[config.mk]
export PLATFORM = sky130hd
export DESIGN_NAME = mme_ctrl
export DESIGN_NICKNAME = d
export VERILOG_FILES = /design/src/rtl/core/mme_pkg.sv /design/src/rtl/core/mme_ctrl.sv
export SDC_FILE = /design/constraint.sdc
export NUM_CORES = 1
export LEC_CHECK = 0
export BUFFER_PORTS_ARGS = -buffer_cell sky130_fd_sc_hd__clkbuf_2
export CAP_MARGIN = 20
export CORE_ASPECT_RATIO = 1.1
export CORE_MARGIN = 2
export CORE_UTILIZATION = 50
export DETAILED_ROUTE_END_ITERATION = 8
export HOLD_SLACK_MARGIN = 0.06
export PLACE_DENSITY = 0.88
export SYNTH_ARGS = -nofsm -noshare
export SYNTH_HDL_FRONTEND = slang
export SYNTH_SLANG_ARGS = --single-unit
[constraint.sdc]
create_clock -name clk_i -period 2.5 [get_ports clk_i]
set_input_delay 0.25 -clock clk_i [delete_from_list [all_inputs] [get_ports clk_i]]
set_output_delay 0.25 -clock clk_i [all_outputs]
set_load 0.1 [all_outputs]
[src/rtl/core/mme_pkg.sv]
// ----------------------------------------------------------------------------
// Matrix multiply engine package
// Shared widths, codes, controller/datapath structs and a helper function.
// ----------------------------------------------------------------------------
`default_nettype none

package mme_pkg;

  // Field widths fixed by the item format.
  localparam int unsigned IDX_W   = 3;
  localparam int unsigned DIM_W   = 4;
  localparam int unsigned DATA_W  = 32;
  localparam int unsigned FUNC_W  = 2;
  localparam int unsigned PROD_W  = 2 * DATA_W;
  localparam int unsigned TDATA_W = 40;  // row, col, value rounded up to bytes

  // Defaults for the top level parameters.
  localparam int unsigned MAX_DIM_DEF   = 8;
  localparam int unsigned FRAC_BITS_DEF = 16;

  // Configuration register map.
  localparam int unsigned PADDR_W    = 4;
  localparam int unsigned REG_IDX_W  = 2;
  localparam logic [REG_IDX_W-1:0] REG_ROWS  = 2'd0;
  localparam logic [REG_IDX_W-1:0] REG_INNER = 2'd1;
  localparam logic [REG_IDX_W-1:0] REG_COLS  = 2'd2;
  localparam logic [DIM_W-1:0] DIM_RESET = 4'd4;

  typedef enum logic [FUNC_W-1:0] {
    FUNC_LOAD_A  = 2'd0,
    FUNC_LOAD_B  = 2'd1,
    FUNC_COMPUTE = 2'd2
  } func_e;

  // Commands from the controller to the datapath.
  typedef struct packed {
    logic             load_a;
    logic             load_b;
    logic             issue;
    logic             first;
    logic             last;
    logic             final_elem;
    logic [IDX_W-1:0] row;
    logic [IDX_W-1:0] col;
  } mme_cmd_t;

  // Status from the datapath to the controller.
  typedef struct packed {
    logic busy;
    logic out_full;
    logic fin_pending;
  } mme_status_t;

  // A size of zero acts as one, a size above the maximum acts as the maximum.
  function automatic logic [DIM_W-1:0] clamp_dim(input logic [DIM_W-1:0] v,
                                                 input int unsigned max_dim);
    logic [DIM_W-1:0] res;
    if (v == '0) begin
      res = DIM_W'(1);
    end else if (int'(v) > int'(max_dim)) begin
      res = DIM_W'(max_dim);
    end else begin
      res = v;
    end
    return res;
  endfunction

endpackage

`default_nettype wire

[src/rtl/core/mme_ctrl.sv]
// ----------------------------------------------------------------------------
// Matrix multiply controller
// Accepts items, sequences the row, column and inner loops of a product.
// ----------------------------------------------------------------------------
`default_nettype none

module mme_ctrl import mme_pkg::*; #(
  parameter int unsigned MAX_DIM = MAX_DIM_DEF
) (
  input  wire logic                                clk_i,
  input  wire logic                                rst_ni,
  input  wire logic                                in_valid_i,
  output      logic                                in_ready_o,
  input  wire logic [FUNC_W-1:0]                   func_i,
  input  wire logic [DIM_W-1:0]                    rows_i,
  input  wire logic [DIM_W-1:0]                    inner_i,
  input  wire logic [DIM_W-1:0]                    cols_i,
  input  wire mme_status_t                         status_i,
  output      mme_cmd_t                            cmd_o,
  output      logic [$clog2(MAX_DIM*MAX_DIM)-1:0]  rd_addr_a_o,
  output      logic [$clog2(MAX_DIM*MAX_DIM)-1:0]  rd_addr_b_o
);

  localparam int unsigned CW = $clog2(MAX_DIM);
  localparam int unsigned DW = $clog2(MAX_DIM + 1);
  localparam int unsigned AW = $clog2(MAX_DIM * MAX_DIM);

  typedef enum logic [1:0] {
    ST_IDLE,
    ST_WAIT,
    ST_ISSUE
  } state_e;

  state_e         state_q;
  logic [CW-1:0]  i_q, j_q, k_q;
  logic [DW-1:0]  r_q, m_q, c_q;
  logic           accept;
  logic           i_last, j_last, k_last;
  func_e          func;

  assign func   = func_e'(func_i);
  assign accept = in_valid_i && (state_q == ST_IDLE);
  assign i_last = (DW'(i_q) + DW'(1)) == r_q;
  assign j_last = (DW'(j_q) + DW'(1)) == c_q;
  assign k_last = (DW'(k_q) + DW'(1)) == m_q;

  always_ff @(posedge clk_i or negedge rst_ni) begin
    if (!rst_ni) begin
      state_q <= ST_IDLE;
      i_q     <= '0;
      j_q     <= '0;
      k_q     <= '0;
      r_q     <= DW'(1);
      m_q     <= DW'(1);
      c_q     <= DW'(1);
    end else begin
      case (state_q)
        ST_IDLE: begin
          if (accept && func == FUNC_COMPUTE) begin
            r_q     <= DW'(clamp_dim(rows_i, MAX_DIM));
            m_q     <= DW'(clamp_dim(inner_i, MAX_DIM));
            c_q     <= DW'(clamp_dim(cols_i, MAX_DIM));
            i_q     <= '0;
            j_q     <= '0;
            k_q     <= '0;
            state_q <= ST_WAIT;
          end
        end
        ST_WAIT: begin
          // One element in flight at a time; its result needs a free slot.
          if (!status_i.busy && !status_i.out_full) begin
            state_q <= ST_ISSUE;
          end
        end
        ST_ISSUE: begin
          if (k_last) begin
            k_q <= '0;
            if (i_last && j_last) begin
              state_q <= ST_IDLE;
            end else begin
              state_q <= ST_WAIT;
              if (j_last) begin
                j_q <= '0;
                i_q <= i_q + CW'(1);
              end else begin
                j_q <= j_q + CW'(1);
              end
            end
          end else begin
            k_q <= k_q + CW'(1);
          end
        end
        default: begin
          state_q <= ST_IDLE;
        end
      endcase
    end
  end

  assign in_ready_o = (state_q == ST_IDLE);

  always_comb begin
    cmd_o            = '0;
    cmd_o.load_a     = accept && (func == FUNC_LOAD_A);
    cmd_o.load_b     = accept && (func == FUNC_LOAD_B);
    cmd_o.issue      = (state_q == ST_ISSUE);
    cmd_o.first      = (k_q == '0);
    cmd_o.last       = k_last;
    cmd_o.final_elem = i_last && j_last;
    cmd_o.row        = IDX_W'(i_q);
    cmd_o.col        = IDX_W'(j_q);
  end

  assign rd_addr_a_o = AW'(int'(i_q) * MAX_DIM + int'(k_q));
  assign rd_addr_b_o = AW'(int'(k_q) * MAX_DIM + int'(j_q));

endmodule

`default_nettype wire

# After elaboration in Yosys (flattened, before gate mapping)
# Cells that the tools add are included.
# op_classes
add_sub_neg,8
n_lt_le_gt_ge,3
eq_ne,12
mux,22
reduce_logical,20
# op_table
cell,count
3-bit 2-to-1 mux,8
4-bit 2-to-1 mux,6
3-bit one-hot mux with 2 select lines,3
3-bit by 1-bit adder with 4-bit output (second input constant),3
6-bit by 3-bit adder with 6-bit output,2
4-bit equality test,3
4-bit greater-than comparator (second input constant),3
4-bit logical NOT,3
3-bit by 1-bit adder with 3-bit output (second input constant),3
1-bit logical AND,6
2-bit 2-to-1 mux,3
2-bit by 1-bit != test with 1-bit output (second input constant),3
2-bit one-hot mux with 3 select lines,1
5-bit AND reduction,1
2-bit by 1-bit equality test with 1-bit output (second input constant),2
2-bit equality test (second input constant),2
2-bit logical NOT,2
2-bit != test (second input constant),2
2-bit AND reduction,2
4-bit AND reduction,1
3-bit logical NOT,1
3-bit AND reduction,1
1-bit logical NOT,2
2-bit nonzero test,1
1-bit 2-to-1 mux,1
# totals
ff_bits,23
out_inout_bits,25
word_cells,72

# Logic depth before layout (Yosys ltp)
# Gate-level depths: netlist of run 1.
# logic_depth
depth_word,6
depth_mapped,8
ltp_nobuf,8

# Least setup slack after synthesis of run 1
# Ideal clock, no wire load.
# synth_path
path_type,reg2out
start,reg state_q[1]
end,out cmd_o[10] (netlist bit)
arrival_ns,4.187
t_required_ns,2.250
slack_ns,-1.937
stages_incl_launch_ff,4
cell_sequence,dfrtp_1 nor2_1 nand2_1 nor3b_1
# synth_lines
item,line_no,rtl
start: declaration,mme_ctrl.sv:34,state_e state_q;
start signal: assignment,mme_ctrl.sv:49,state_q <= ST_IDLE;
start signal: assignment,mme_ctrl.sv:66,state_q <= ST_WAIT;
start signal: assignment,mme_ctrl.sv:72,state_q <= ST_ISSUE;
end: declaration,mme_ctrl.sv:19,"output mme_cmd_t cmd_o,"

==> results_dict.tcl, run 1 <==
set metrics [dict create \
    synth_ff_type "dfrtp_1" \
    path_buf_inv 1 \
    drc_errors 0 \
    final_cell_mix "clkbuf_2, nand2_1, dfrtp_1" \
    grt_overflow 0 \
    drv_slew 0 \
    path_delay_family "flip-flops" \
    synth_mux_area_frac 0.00805 \
    synth_top_area_frac 0.358 \
    setup_tns_ps 0 \
    crit_fanout 9 \
    synth_top_family_by_area "simple AND/OR/NAND/NOR gates" \
    min-delay-start "rows_i[3]" \
    cts_tree "built" \
    skew_ps 7.33 \
    cp.depth 5 \
    hold_class "input pin to flip-flop" \
    synth_async_sr_flop_share 1.00 \
    avgViaCountPerCell 5.40 \
    path_class "flip-flop to output port" \
    synth_edf_count 0 \
    antenna_left 0 \
    cp.required_ps 2250 \
    synth_seq_cells 23 \
    post-cts-setup-buffers 0 \
    drt_iter0_drc 19 \
    endpoint "cmd_o[6]" \
    die_h_um 59.5 \
    portBuffers 43 \
    gp_congestion 0.750 \
    start_util 0.518 \
    period_share 0.961 \
    grt_pass1_wl_mm 4.96 \
    finalHoldViolCount 0 \
    grt_antenna_before_repair 0 \
    post-route-util 0.625 \
    insertion_delay_ps 320 \
    grt_util_all_layers 0.210 \
    hpwl_mm 2.29 \
    netlist_instances 152 \
    clkTransAtPathRegs_ps 140 \
    cts_root_buf "clkbuf_4" \
    wl_per_cell_um 13.4 \
    cp_cell_sequence "ha_1 > xnor3_1 > o2111ai_1 > and4b_4 > buf_12" \
    drv_cap 0 \
    avgSynthCellArea_um2 9.20 \
    num_io_pins 45 \
    fmax_ghz 0.416 \
    grt_pass1_vias 1171 \
    yosys-top-cells-area "dfrtp_1, nand2_1, dfstp_2" \
    worst_pin_slew_ps 556 \
    layout-drive-gt1-share 0.372 \
    via_count 1193 \
    setup_viol 0 \
    antenna_cells 0 \
    cts.sinks 23 \
    cpPeakStageDelay_ps 540 \
    synth_xor_area_frac 0.0787 \
    synth_cell_types 38 \
    crit_path_start "i_q[0]$_DFFE_PN0P_" \
    ctsLongestPathBuffers 2 \
    synth_fa_ha_area_frac 0.0358 \
    rsz0062_at_grt "no" \
    fin_crit_ps 2400 \
    cp-end-kind "output port" \
    grt_max_degree 24 \
    drt-total-wl_mm 2.97 \
    rr_worst_depth 6 \
    yosysTopAreaCell "dfrtp_1" \
    core_um2 2700 \
    syn-num-nets 176 \
    reg2reg_slack_ps 230 \
    area_growth_pct 20.7 \
    fin_nets 213 \
    htree_levels 1 \
    synth_simple_gate_area_frac 0.219 \
    cp_data_arrival_time_ps 2150 \
    cts_buffers 3 \
    num_rows 20 \
    netlist_area_um2 1400 \
    yosysWarnings 0 \
    ys_seq_area_frac 0.414 \
    worstReg2RegEnd "j_q[1]$_DFFE_PN0P_" \
    synth_compound_area_frac 0.161 \
    die-area_um2 3240 \
    dieWidth_um 54.4 \
    outcome "finished clean" \
    startpoint_type "flip-flop" \
    relSlewSlack 0.629 \
    r2r_start "i_q[0]$_DFFE_PN0P_" \
    final_common_cell "clkbuf_2" \
    dr.pass1.iters 4 \
    slowest_stage "dfrtp_4" \
]
## per-stage QoR
step	hold slack, ps	instance area, µm²	setup slack [ps]	cells
2_1_floorplan	-45.6	1450	10.5	152
3_3_place_gp	261	1640	304	216
3_5_place_dp	278	1640	220	216
4_1_cts	89.1	1680	75.1	221
5_1_grt	83.2	1690	34.1	221
6_report	92.4	1690	98.3	221
## kinds of logic (layout without fill, tap and decap cells)
kind of cell | after synthesis | in the layout
AO/OA/AOI/OAI | 31 | 31
XOR/XNOR | 11 | 11
adder cells (fa/ha/maj) | 4 | 4
buffers and inverters | 21 | 57
flip-flops | 23 | 23
multiplexers | 1 | 1
AND/OR/NAND/NOR | 61 | 61
## area by class of cell
cell class / instances / area [µm²]
clock inverters: 1 / 7.51
repair buffers: 46 / 262
fillers: 251 / 1010
well taps: 33 / 41.3
flip-flops and latches: 23 / 593
clock buffers: 3 / 22.5
inverters: 7 / 26.3
multi-input cells: 108 / 736
## cells in the mapped netlist, types with 3 or more instances
library cell	n
buf_4	10
ha_1	4
clkbuf_1	4
nor2_1	13
xor2_1	6
o31ai_1	3
nand2b_1	7
dfrtp_1	20
inv_1	6
a32o_1	4
o21ai_0	8
dfstp_2	3
xnor2_1	4
o211ai_1	7
nand2_1	26
## worst min path at each step
stage / end / slack, ps / cells past startpoint
floorplan: c_q[1]$_DFFE_PN0P_ / -50 / 0
global placement: k_q[2]$_DFFE_PN0P_ / 260 / 1
detailed placement: k_q[2]$_DFFE_PN0P_ / 280 / 1
CTS: r_q[0]$_DFFE_PN1P_ / 90 / 2
global route: c_q[0]$_DFFE_PN1P_ / 80 / 2
finish: r_q[0]$_DFFE_PN1P_ / 90 / 2
## layer usage
layer  vias to the layer above  wire (µm)  global-route usage
li1                        599          -                   -
met1                       565       1190               0.241
met2                        25       1650               0.389
met3                         4         98              0.0303
met4                         0         23              0.0643
met5                         -          0                   0
## sequential cells by signal, indices dropped and copies added (netlist names)
signal	cells
c_q	4
i_q	3
j_q	3
k_q	3
m_q	4
r_q	4
state_q	2
## what timing repair did
action / in CTS / in global routing
pin swaps: 0 / 0
gates resized for setup: 1 / 2
setup endpoints to repair: 1 / 1
endpoints found under the hold margin: 20 / 0
hold buffers: 1 / 0
Power of run 1 is not shown: default switching activity piles up to over one toggle a cycle in this logic, so the estimate is an artifact.
==> run 2, diff against run 1 <==
--- a/config.mk
+++ b/config.mk
@@ -9,10 +9,10 @@
 export CAP_MARGIN = 20
 export CORE_ASPECT_RATIO = 1.1
 export CORE_MARGIN = 2
-export CORE_UTILIZATION = 50
+export CORE_UTILIZATION = 54
 export DETAILED_ROUTE_END_ITERATION = 8
 export HOLD_SLACK_MARGIN = 0.06
-export PLACE_DENSITY = 0.88
+export PLACE_DENSITY = 0.93
 export SYNTH_ARGS = -nofsm -noshare
 export SYNTH_HDL_FRONTEND = slang
 export SYNTH_SLANG_ARGS = --single-unit
==> constraint.sdc (replaced) <==
create_clock -name clk_i -period 3 [get_ports clk_i]
set_input_delay 0.3 -clock clk_i [delete_from_list [all_inputs] [get_ports clk_i]]
set_output_delay 0.3 -clock clk_i [all_outputs]
set_load 0.1 [all_outputs]
==> run 2 against run 1 <==
- global-route usage up 0.47 points
- hold slack better by 54 ps
- clock-buffer cell count up 1
- cell count down 0.90%
- via count up 1.8%
- critical endpoint unchanged
- largest cell class unchanged
==> results_dict.tcl, run 2 (synthesis results as in run 1) <==
set metrics [dict create \
    cp_cell_sequence "ha_1 > xnor3_1 > o2111ai_1 > and4b_4 > clkbuf_2" \
    crit_fanout 9 \
    cp.depth 5 \
    final_cell_mix "clkbuf_2, nand2_1, dfrtp_1" \
    cpPeakStageDelay_ps 510 \
    final_common_cell "clkbuf_2" \
    fillers 205 \
    dr.pass1.iters 4 \
    via_count 1215 \
    path_buf_inv 1 \
    startpoint_type "flip-flop" \
    antenna_left 0 \
    largest_registers "c_q (4), m_q (4), r_q (4)" \
    insertion_delay_ps 320 \
    cp-end-kind "output port" \
    drv_slew 0 \
    num_io_pins 45 \
    hpwl_mm 2.18 \
    start_util 0.566 \
    grt_max_degree 29 \
    num_rows 19 \
    htree_levels 1 \
    hold_class "input pin to flip-flop" \
    rr_worst_depth 6 \
    grt_pass1_vias 1197 \
    drc_errors 0 \
    grt_antenna_before_repair 0 \
    drt_iter0_drc 23 \
    gp_congestion 0.804 \
    path_delay_family "flip-flops" \
    skew_ps 3.67 \
    worst_pin_slew_ps 546 \
    core_um2 2470 \
    drt-total-wl_mm 2.80 \
    grt_pass1_wl_mm 4.86 \
    cts_buffers 3 \
    finalHoldViolCount 0 \
    die-area_um2 3010 \
    antenna_cells 0 \
    outcome "finished clean" \
    period_share 0.895 \
    grt_util_all_layers 0.215 \
    cp_data_arrival_time_ps 2390 \
    wl_per_cell_um 12.8 \
    setup_tns_ps 0 \
    area_growth_pct 17.2 \
    cts_root_buf "clkbuf_4" \
    slowest_stage "dfrtp_1" \
    relSlewSlack 0.636 \
    rsz0062_at_grt "no" \
    portBuffers 43 \
    cts.sinks 23 \
    clkTransAtPathRegs_ps 120 \
    path_class "flip-flop to output port" \
    fin_nets 213 \
    drv_cap 0 \
    grt_overflow 0 \
    avgViaCountPerCell 5.55 \
    setup_viol 0 \
    die_h_um 57.4 \
    dieWidth_um 52.5 \
    cp.required_ps 2700 \
    holdWs_ps 146 \
    cts_tree "built" \
    fin_crit_ps 2690 \
    layout-drive-gt1-share 0.324 \
    ctsLongestPathBuffers 2 \
    hold_path_depth 2 \
    fmax_ghz 0.372 \
]
run 2: per-layer routing:
metal,share of wire,global-route usage,vias up
met4,0.021,0.121,0
met3,0.032,0.0340,8
li1,-,-,595
met2,0.54,0.377,30
met5,0,0,-
met1,0.41,0.241,582
run 2: cell type report:
cell class / instances / area, µm² / area share
Multi-Input combinational cell: 108 / 728 / 0.444
Sequential cell: 23 / 579 / 0.353
Inverter: 7 / 26.3 / 0.0160
Tap cell: 31 / 38.8 / 0.0237
Timing Repair Buffer: 46 / 240 / 0.147
Clock buffer: 4 / 26.3 / 0.0160
run 2: metrics by stage:
stage                     std cells   util  cell area (µm²)  setup slack (ps)
after floorplan                 152      -             1420              65.2
final                           219  0.663             1640               314
after CTS                       219  0.663             1640               300
after global routing            219  0.663             1640               216
after detailed placement        214  0.648             1600               665
after global placement          214  0.648             1600               726
run 2: final timing paths:
path | startpoint | end | slack (ps)
worst max-delay path | i_q[0]$_DFFE_PN0P_ | cmd_o[6] | 310
worst min-delay path | rows_i[3] | r_q[0]$_DFFE_PN1P_ | 150
worst max register to register | i_q[0]$_DFFE_PN0P_ | j_q[2]$_DFFE_PN0P_ | 720
worst min register to register | r_q[0]$_DFFE_PN1P_ | r_q[0]$_DFFE_PN1P_ | 490
max in group asynchronous | rst_ni | r_q[0]$_DFFE_PN1P_ | 2150
min in group asynchronous | rst_ni | c_q[1]$_DFFE_PN0P_ | 480
run 2: repair_timing:
| item | CTS | global route |
|---|---|---|
| resized for setup | 0 | 0 |
| hold buffers | 1 | 0 |
| setup buffers | 0 | 0 |
| endpoints found under the hold margin | 20 | 0 |
Power of run 2 is left out for the same reason.
